**src/design/lcsb_pkg.sv**
```systemverilog
// ----------------------------------------------------------------------------
// lcsb_pkg
// Shared constants and types for the Lua comment and string blanker.
// ----------------------------------------------------------------------------
package lcsb_pkg;

  // Range of the long-bracket level parameter.
  localparam int MAX_LEVEL_DEFAULT = 15;
  localparam int MAX_LEVEL_LIMIT   = 31;

  // A run covers at most the opener's equals signs plus its two brackets.
  localparam int RUN_W = $clog2(MAX_LEVEL_LIMIT + 3);

  localparam logic [7:0] CH_DASH = 8'h2D;
  localparam logic [7:0] CH_LBR  = 8'h5B;
  localparam logic [7:0] CH_EQ   = 8'h3D;
  localparam logic [7:0] CH_RBR  = 8'h5D;
  localparam logic [7:0] CH_SQ   = 8'h27;
  localparam logic [7:0] CH_DQ   = 8'h22;
  localparam logic [7:0] CH_BSL  = 8'h5C;
  localparam logic [7:0] CH_NL   = 8'h0A;
  localparam logic [7:0] CH_SP   = 8'h20;

  // Compact form of all output words caused by one input byte:
  // an optional head byte, a run of one repeated byte, an optional tail byte.
  typedef struct packed {
    logic             head_v;
    logic [7:0]       head;
    logic [RUN_W-1:0] run_cnt;
    logic [7:0]       run_byte;
    logic             tail_v;
    logic [7:0]       tail;
    logic             last;
  } lcsb_desc_t;

endpackage

```
**src/design/lcsb_ifs.sv**
```systemverilog
// ----------------------------------------------------------------------------
// lcsb stream interfaces
// Valid/ready channels for source bytes and for blanked output bytes.
// ----------------------------------------------------------------------------
interface lcsb_src_if;
  logic       valid;
  logic       ready;
  logic [7:0] src_byte;
  logic       src_last;

  modport source (output valid, output src_byte, output src_last, input ready);
  modport sink   (input valid, input src_byte, input src_last, output ready);
endinterface

interface lcsb_out_if;
  logic       valid;
  logic       ready;
  logic [7:0] out_byte;
  logic       out_last;

  modport source (output valid, output out_byte, output out_last, input ready);
  modport sink   (input valid, input out_byte, input out_last, output ready);
endinterface

```
**src/design/lcsb_scanner.sv**
```systemverilog
// ----------------------------------------------------------------------------
// lcsb_scanner
// Input register and scan state; turns each byte into an output descriptor.
// ----------------------------------------------------------------------------
module lcsb_scanner
  import lcsb_pkg::*;
#(
  parameter int MAX_LEVEL = MAX_LEVEL_DEFAULT
) (
  input  logic        clk,
  input  logic        rst,
  lcsb_src_if.sink    src,
  input  logic        emit_free,
  output logic        desc_load,
  output lcsb_desc_t  desc
);

  localparam int LW = $clog2(MAX_LEVEL + 1);

  typedef enum logic [2:0] {
    M_NORMAL, M_DASH, M_DASHES, M_OPENER, M_LONG, M_QUOTE, M_LINE
  } mode_t;

  logic          in_v;
  logic [7:0]    in_byte;
  logic          in_last;

  mode_t         mode, mode_next;
  logic [LW-1:0] opener_eq, opener_eq_next;
  logic          after_dashes, after_dashes_next;
  logic [LW-1:0] body_level, body_level_next;
  logic          close_armed, close_armed_next;
  logic [LW-1:0] close_eq, close_eq_next;
  logic          quote_dq, quote_dq_next;
  logic          esc_pend, esc_pend_next;

  logic          go_normal;
  logic          desc_empty;
  logic          advance;
  lcsb_desc_t    d;

  always_comb begin
    mode_next         = mode;
    opener_eq_next    = opener_eq;
    after_dashes_next = after_dashes;
    body_level_next   = body_level;
    close_armed_next  = close_armed;
    close_eq_next     = close_eq;
    quote_dq_next     = quote_dq;
    esc_pend_next     = esc_pend;
    go_normal         = 1'b0;
    d                 = '0;
    d.run_byte        = CH_SP;
    d.last            = in_last;

    unique case (mode)
      M_DASH: begin
        if (in_byte == CH_DASH) begin
          mode_next = M_DASHES;
          d.run_cnt = RUN_W'(2);
        end else begin
          d.head_v  = 1'b1;
          d.head    = CH_DASH;
          go_normal = 1'b1;
        end
      end
      M_DASHES: begin
        d.tail_v = 1'b1;
        if (in_byte == CH_LBR) begin
          mode_next         = M_OPENER;
          after_dashes_next = 1'b1;
          opener_eq_next    = '0;
          d.tail            = CH_SP;
        end else if (in_byte == CH_NL) begin
          mode_next = M_NORMAL;
          d.tail    = CH_NL;
        end else begin
          mode_next = M_LINE;
          d.tail    = CH_SP;
        end
      end
      M_OPENER: begin
        if (after_dashes) begin
          d.tail_v = 1'b1;
          d.tail   = CH_SP;
          if (in_byte == CH_EQ && opener_eq < LW'(MAX_LEVEL)) begin
            opener_eq_next = opener_eq + LW'(1);
          end else if (in_byte == CH_LBR) begin
            mode_next         = M_LONG;
            body_level_next   = opener_eq;
            close_armed_next  = 1'b0;
            close_eq_next     = '0;
            opener_eq_next    = '0;
            after_dashes_next = 1'b0;
          end else begin
            // A newline ends the comment; anything else makes it a line comment.
            mode_next         = (in_byte == CH_NL) ? M_NORMAL : M_LINE;
            opener_eq_next    = '0;
            after_dashes_next = 1'b0;
            if (in_byte == CH_NL) begin
              d.tail = CH_NL;
            end
          end
        end else begin
          if (in_byte == CH_EQ && opener_eq < LW'(MAX_LEVEL)) begin
            opener_eq_next = opener_eq + LW'(1);
          end else if (in_byte == CH_LBR) begin
            d.run_cnt         = RUN_W'(opener_eq) + RUN_W'(2);
            mode_next         = M_LONG;
            body_level_next   = opener_eq;
            close_armed_next  = 1'b0;
            close_eq_next     = '0;
            opener_eq_next    = '0;
            after_dashes_next = 1'b0;
          end else begin
            // Not an opener after all: release the held bracket and equals.
            d.head_v       = 1'b1;
            d.head         = CH_LBR;
            d.run_cnt      = RUN_W'(opener_eq);
            d.run_byte     = CH_EQ;
            opener_eq_next = '0;
            go_normal      = 1'b1;
          end
        end
      end
      M_LONG: begin
        d.tail_v = 1'b1;
        d.tail   = (in_byte == CH_NL) ? CH_NL : CH_SP;
        if (close_armed) begin
          if (in_byte == CH_EQ) begin
            if (close_eq < body_level) begin
              close_eq_next = close_eq + LW'(1);
            end else begin
              close_armed_next = 1'b0;
            end
          end else if (in_byte == CH_RBR) begin
            if (close_eq == body_level) begin
              mode_next        = M_NORMAL;
              body_level_next  = '0;
              close_armed_next = 1'b0;
            end
            close_eq_next = '0;
          end else begin
            close_armed_next = 1'b0;
            close_eq_next    = '0;
          end
        end else if (in_byte == CH_RBR) begin
          close_armed_next = 1'b1;
          close_eq_next    = '0;
        end
      end
      M_QUOTE: begin
        d.tail_v = 1'b1;
        d.tail   = CH_SP;
        if (esc_pend) begin
          esc_pend_next = 1'b0;
          if (in_byte == CH_NL) begin
            d.tail = CH_NL;
          end
        end else if (in_byte == (quote_dq ? CH_DQ : CH_SQ)) begin
          mode_next     = M_NORMAL;
          quote_dq_next = 1'b0;
        end else if (in_byte == CH_NL) begin
          mode_next     = M_NORMAL;
          quote_dq_next = 1'b0;
          d.tail        = CH_NL;
        end else if (in_byte == CH_BSL) begin
          esc_pend_next = 1'b1;
        end
      end
      M_LINE: begin
        d.tail_v = 1'b1;
        if (in_byte == CH_NL) begin
          mode_next = M_NORMAL;
          d.tail    = CH_NL;
        end else begin
          d.tail = CH_SP;
        end
      end
      default: begin
        go_normal = 1'b1;
      end
    endcase

    if (go_normal) begin
      mode_next = M_NORMAL;
      if (in_byte == CH_DASH) begin
        mode_next = M_DASH;
      end else if (in_byte == CH_LBR) begin
        mode_next         = M_OPENER;
        after_dashes_next = 1'b0;
        opener_eq_next    = '0;
      end else if (in_byte == CH_SQ || in_byte == CH_DQ) begin
        mode_next     = M_QUOTE;
        quote_dq_next = (in_byte == CH_DQ);
        esc_pend_next = 1'b0;
        d.tail_v      = 1'b1;
        d.tail        = CH_SP;
      end else begin
        d.tail_v = 1'b1;
        d.tail   = in_byte;
      end
    end

    // The final byte releases whatever is held and returns to reset state.
    // Held text never shares a slot with what the same byte already emitted.
    if (in_last) begin
      if (mode_next == M_DASH) begin
        d.tail_v = 1'b1;
        d.tail   = CH_DASH;
      end else if (mode_next == M_OPENER && !after_dashes_next) begin
        if (opener_eq_next == '0) begin
          d.tail_v = 1'b1;
          d.tail   = CH_LBR;
        end else begin
          d.head_v   = 1'b1;
          d.head     = CH_LBR;
          d.run_cnt  = RUN_W'(opener_eq_next);
          d.run_byte = CH_EQ;
        end
      end
      mode_next         = M_NORMAL;
      opener_eq_next    = '0;
      after_dashes_next = 1'b0;
      body_level_next   = '0;
      close_armed_next  = 1'b0;
      close_eq_next     = '0;
      quote_dq_next     = 1'b0;
      esc_pend_next     = 1'b0;
    end
  end

  assign desc_empty = !(d.head_v || d.tail_v || (d.run_cnt != '0));
  assign advance    = in_v && (emit_free || desc_empty);
  assign desc_load  = advance && !desc_empty;
  assign desc       = d;
  assign src.ready  = !in_v || advance;

  always_ff @(posedge clk) begin
    if (src.valid && src.ready) begin
      in_byte <= src.src_byte;
      in_last <= src.src_last;
    end
    if (rst) begin
      in_v         <= 1'b0;
      mode         <= M_NORMAL;
      opener_eq    <= '0;
      after_dashes <= 1'b0;
      body_level   <= '0;
      close_armed  <= 1'b0;
      close_eq     <= '0;
      quote_dq     <= 1'b0;
      esc_pend     <= 1'b0;
    end else begin
      if (src.valid && src.ready) begin
        in_v <= 1'b1;
      end else if (advance) begin
        in_v <= 1'b0;
      end
      if (advance) begin
        mode         <= mode_next;
        opener_eq    <= opener_eq_next;
        after_dashes <= after_dashes_next;
        body_level   <= body_level_next;
        close_armed  <= close_armed_next;
        close_eq     <= close_eq_next;
        quote_dq     <= quote_dq_next;
        esc_pend     <= esc_pend_next;
      end
    end
  end

endmodule

```
**src/design/lcsb_emitter.sv**
```systemverilog
// ----------------------------------------------------------------------------
// lcsb_emitter
// Result register; plays out one descriptor as a sequence of output words.
// ----------------------------------------------------------------------------
module lcsb_emitter
  import lcsb_pkg::*;
(
  input  logic        clk,
  input  logic        rst,
  input  lcsb_desc_t  desc,
  input  logic        desc_load,
  output logic        emit_free,
  lcsb_out_if.source  out
);

  lcsb_desc_t cur;
  logic       has_run;
  logic       pending;
  logic       final_word;
  logic       take;

  assign has_run    = (cur.run_cnt != '0);
  assign pending    = cur.head_v || has_run || cur.tail_v;
  assign final_word = (cur.head_v && !has_run && !cur.tail_v)
                   || (!cur.head_v && cur.run_cnt == RUN_W'(1) && !cur.tail_v)
                   || (!cur.head_v && !has_run && cur.tail_v);
  assign take       = pending && out.ready;
  assign emit_free  = !pending || (final_word && out.ready);

  assign out.valid    = pending;
  assign out.out_byte = cur.head_v ? cur.head : (has_run ? cur.run_byte : cur.tail);
  assign out.out_last = cur.last && final_word;

  always_ff @(posedge clk) begin
    if (rst) begin
      cur.head_v  <= 1'b0;
      cur.run_cnt <= '0;
      cur.tail_v  <= 1'b0;
    end else if (emit_free) begin
      if (desc_load) begin
        cur <= desc;
      end else begin
        cur.head_v  <= 1'b0;
        cur.run_cnt <= '0;
        cur.tail_v  <= 1'b0;
      end
    end else if (take) begin
      // Consume head first, then the run, then the tail.
      if (cur.head_v) begin
        cur.head_v <= 1'b0;
      end else if (has_run) begin
        cur.run_cnt <= cur.run_cnt - RUN_W'(1);
      end else begin
        cur.tail_v <= 1'b0;
      end
    end
  end

endmodule

```
**src/design/lua_comment_string_blanker_core.sv**
```systemverilog
// Registers: a source byte is taken into the input register; its result words are offered from the output register.
// Throughput: one source byte per cycle while each byte yields at most one word and the output is not stalled;
// a byte that yields more words (released lookahead, blanked brackets) holds the
// output register until its last word is taken, and the input stalls behind it.
// Reset: synchronous, active high; clears scan state and both registers.
// ----------------------------------------------------------------------------
// lua_comment_string_blanker_core
// Replaces Lua comment and string bytes with spaces, keeping newlines.
// ----------------------------------------------------------------------------
module lua_comment_string_blanker_core
  import lcsb_pkg::*;
#(
  parameter int MAX_LEVEL = MAX_LEVEL_DEFAULT
) (
  input  logic        clk,
  input  logic        rst,
  lcsb_src_if.sink    src,
  lcsb_out_if.source  out
);

  lcsb_desc_t desc;
  logic       desc_load;
  logic       emit_free;

  lcsb_scanner #(
    .MAX_LEVEL (MAX_LEVEL)
  ) u_scanner (
    .clk       (clk),
    .rst       (rst),
    .src       (src),
    .emit_free (emit_free),
    .desc_load (desc_load),
    .desc      (desc)
  );

  lcsb_emitter u_emitter (
    .clk       (clk),
    .rst       (rst),
    .desc      (desc),
    .desc_load (desc_load),
    .emit_free (emit_free),
    .out       (out)
  );

endmodule

```
**src/flat_wrapper.sv**
```systemverilog
// flat-port wrapper written by rule: the top's interface ports become plain ports
module lua_comment_string_blanker_core_flat import lcsb_pkg::*;
#(
  parameter int MAX_LEVEL = MAX_LEVEL_DEFAULT
)
  (clk, rst, src_valid, src_src_byte, src_src_last, src_ready, out_valid, out_out_byte, out_out_last, out_ready);
  lcsb_src_if src_i ();
  lcsb_out_if out_i ();
  input  logic clk;
  input  logic rst;
  input wire logic [$bits(src_i.valid)-1:0] src_valid;
  input wire logic [$bits(src_i.src_byte)-1:0] src_src_byte;
  input wire logic [$bits(src_i.src_last)-1:0] src_src_last;
  output wire logic [$bits(src_i.ready)-1:0] src_ready;
  output wire logic [$bits(out_i.valid)-1:0] out_valid;
  output wire logic [$bits(out_i.out_byte)-1:0] out_out_byte;
  output wire logic [$bits(out_i.out_last)-1:0] out_out_last;
  input wire logic [$bits(out_i.ready)-1:0] out_ready;
  assign src_i.valid = src_valid;
  assign src_i.src_byte = src_src_byte;
  assign src_i.src_last = src_src_last;
  assign src_ready = src_i.ready;
  assign out_valid = out_i.valid;
  assign out_out_byte = out_i.out_byte;
  assign out_out_last = out_i.out_last;
  assign out_i.ready = out_ready;
  lua_comment_string_blanker_core #(.MAX_LEVEL(MAX_LEVEL)) u_core (.clk(clk), .rst(rst), .src(src_i), .out(out_i));
endmodule
```
**config.mk**
```make
export PLATFORM = sky130hd
export DESIGN_NAME = lua_comment_string_blanker_core_flat
export DESIGN_NICKNAME = d
export VERILOG_FILES = /design/src/design/lcsb_pkg.sv /design/src/design/lcsb_ifs.sv /design/src/design/lcsb_scanner.sv /design/src/design/lcsb_emitter.sv /design/src/design/lua_comment_string_blanker_core.sv /design/src/flat_wrapper.sv
export SDC_FILE = /design/constraint.sdc
export NUM_CORES = 1
export LEC_CHECK = 0
export BUFFER_PORTS_ARGS = -buffer_cell sky130_fd_sc_hd__buf_2
export CAP_MARGIN = 5
export CORE_MARGIN = 2
export CORE_UTILIZATION = 45
export DETAILED_ROUTE_END_ITERATION = 16
export GPL_TIMING_DRIVEN = 0
export PLACE_DENSITY = 0.67
export SYNTH_ARGS = -nofsm -noshare
export SYNTH_HDL_FRONTEND = slang
export SYNTH_HIERARCHICAL = 1
export SYNTH_SLANG_ARGS = --single-unit
```
**constraint.sdc**
```tcl
create_clock -name clk -period 7.29 [get_ports clk]
set_input_delay 1.0935 -clock clk [delete_from_list [all_inputs] [get_ports clk]]
set_output_delay 1.0935 -clock clk [all_outputs]
set_load 0.03 [all_outputs]
```
==> impl_metrics.json <==
{
  "yosys-top-cells-area": "edfxtp_1 24%, dfxtp_1 13%, mux2i_1 5.3%, nand2_1 4.2%, a21oi_1 3.5%",
  "place_area_sq_um": 4490,
  "total_power_uw": 1240,
  "synth_top_area_share_pct": 24.4,
  "finalNetCount": 521,
  "cts-root-buf": "clkbuf_8",
  "antenna_left": 0,
  "drcViolationCount": 0,
  "cts_sinks": 62,
  "setup_viol": 0,
  "start_kind": "register",
  "grt_overflow": 0,
  "post-dp-hpwl_um": 7640,
  "ys_types": 85,
  "dr.pass1.iters": 5,
  "powerDensity_nw_per_um2": 263,
  "syn2layout_area_growth_pct": 12.6,
  "crit_type": "reg -> reg",
  "rows": 35,
  "worstHoldPathType": "reg -> reg",
  "final_hold_viol_count": 0,
  "gp_congestion": 0.931,
  "status": "completed",
  "grt_pass1_wl_um": 16700,
  "cp.required_ps": 7340,
  "cp_max_fo": 20,
  "grt_pass1_vias": 3352,
  "fin_crit_ps": 4880,
  "cts_hold_buf": 0,
  "async_flop_share_pct": 0,
  "final_area_sq_um": 4720,
  "dieArea_sq_um": 10100,
  "start_util_pct": 45.8,
  "synth_edf_count": 34,
  "grt_max_degree": 21,
  "drv_cap": 0,
  "cts_resized": 0,
  "arrival_ps": 4930,
  "ys_dominant_reg_cell": "edfxtp_1",
  "viasPerCell": 5.87,
  "yosys.area.top_type": "edfxtp_1",
  "fp.dieH_um": 101,
  "core_area_sq_um": 9150,
  "insertion_delay_ps": 340,
  "fill_cells": 862,
  "syn_area_sq_um": 4190,
  "p_leak_uw": 0.00176,
  "cts_tree": "built",
  "slew_viol_final": 0,
  "period_share_pct": 67.0,
  "synth.yosys.seq_area_share_pct": 37.7,
  "drt_iter0_drc": 240,
  "fmax_mhz": 205,
  "skew_ps": 12.2,
  "track_usage_pct": 21.2,
  "peakVddDrop_mv": 0.120,
  "syn_inst": 458,
  "port_buffers": 23,
  "final.setup.tns_ps": 0,
  "path_clk_slew_ps": 70,
  "diodes": 0,
  "crit_path_end_kind": "register",
  "ys_seq_elements": 62,
  "h-tree-depth": 3,
  "cts_setup_buffers": 0,
  "numCtsBuffers": 9,
  "ys_top_cells_by_count": "47 x nand2_1, 34 x edfxtp_1, 29 x a21oi_1, 29 x o21ai_0, 28 x dfxtp_1",
  "grt_setup_unrepaired": "false",
  "tightestPinTransition_ps": 932,
  "drt-total-wl_um": 10400,
  "slew_headroom_pct": 37.6,
  "cts.path.max_buffers": 2,
  "syn_avg_cell_area_sq_um": 9.15,
  "pin_count": 24,
  "wl_per_cell_um": 16.9,
  "die_w_um": 101,
  "drive_above_1_share_pct": 18.5,
  "vias": 3599,
  "synth_most_common_cell": "nand2_1",
  "antenna_found_initial": 0,
  "yosys_warnings": 6
}
## cells by family (layout without fill, tap and decap cells)
family / after synthesis / count (layout) / synth area share [%]
AO/OA/AOI/OAI: 124 / 124 / 21.5
XOR/XNOR: 1 / 1 / 0.209
adder cells (fa/ha/maj): 11 / 11 / 3.28
buffers and inverters: 61 / 101 / 7.19
flip-flops: 62 / 62 / 37.7
multiplexers: 22 / 22 / 5.25
other: 2 / 6 / 0.179
AND/OR/NAND/NOR: 175 / 175 / 24.6
## worst paths after layout
path	start	to	slack, ps	cells past startpoint
hold reg to reg	u_core/u_scanner/close_eq[3]	u_core/u_scanner/close_eq[3]	470	1
hold / removal	u_core/u_scanner/close_eq[3]	u_core/u_scanner/close_eq[3]	470	1
setup / recovery	u_core/u_scanner/in_byte[2]	u_core/u_emitter/cur[2]	2410	13
setup reg to reg	u_core/u_scanner/in_byte[2]	u_core/u_emitter/cur[2]	2410	13
## registers in the layout, indices dropped and copies added, names as in the netlist
signal                         cells
u_core/u_scanner/mode              3
u_core/u_scanner/quote_dq          1
u_core/u_scanner/in_v              1
u_core/u_scanner/in_byte           8
u_core/u_scanner/close_eq          4
u_core/u_scanner/body_level        4
u_core/u_scanner/after_dashes      1
u_core/u_scanner/esc_pend          1
u_core/u_scanner/opener_eq         4
u_core/u_emitter/cur              33
u_core/u_scanner/in_last           1
u_core/u_scanner/close_armed       1
## critical path: stages (launching register included)
cell and delay [ps]:
edfxtp_1 550, nor4b_2 640, and2_1 210, buf_4 180
inv_2 90, ha_1 310, o2111ai_1 130, a22oi_1 310
a21oi_1 170, a311oi_4 600, buf_6 260, and2_1 310
nor3b_4 580, buf_16 230
## where the power goes
part | internal [uW] | switching, uW
registers | 406 | 30.1
clock network | 203 | 139
logic | 167 | 295
## through the flow
step | instances | util, % | hold slack [ps] | worst slack, ps
6_report | 613 | 51.6 | 474 | 2410
5_1_grt | 613 | 51.6 | 501 | 2180
4_1_cts | 613 | 51.6 | 485 | 2430
3_5_place_dp | 597 | 49.1 | 471 | 2490
3_3_place_gp | 596 | 48.7 | 462 | 1610
2_1_floorplan | 462 | - | 446 | 2850
## cell type report
class | instances | area (sq um) | share of cell area, %
clock buffers | 11 | 141 | 3.00
plain buffers | 35 | 204 | 4.32
inverters | 26 | 97.6 | 2.07
clock inverters | 5 | 82.6 | 1.75
well taps | 111 | 139 | 2.94
flip-flops and latches | 62 | 1580 | 33.5
multi-input cells | 339 | 2330 | 49.4
repair buffers | 24 | 143 | 3.02
## layer usage
layer | wire (um) | part of all wire [%] | track usage [%]
met4 | 170 | 1.6 | 7.80
met5 | 0 | 0 | 0
met1 | 4730 | 45 | 28.9
met3 | 540 | 5.2 | 2.98
met2 | 4950 | 48 | 34.4
## cells in the final DEF (no fill, tap or decap), types with 14 or more instances in the layout
cell	n
o21ai_0	29
nor2_1	26
nand2b_1	14
mux2i_1	22
clkbuf_1	14
edfxtp_1	34
a21oi_1	29
buf_4	16
dfxtp_1	28
nand2_1	47
buf_2	27
inv_1	24
No activity file was read; power rests on OpenSTA's default activity.
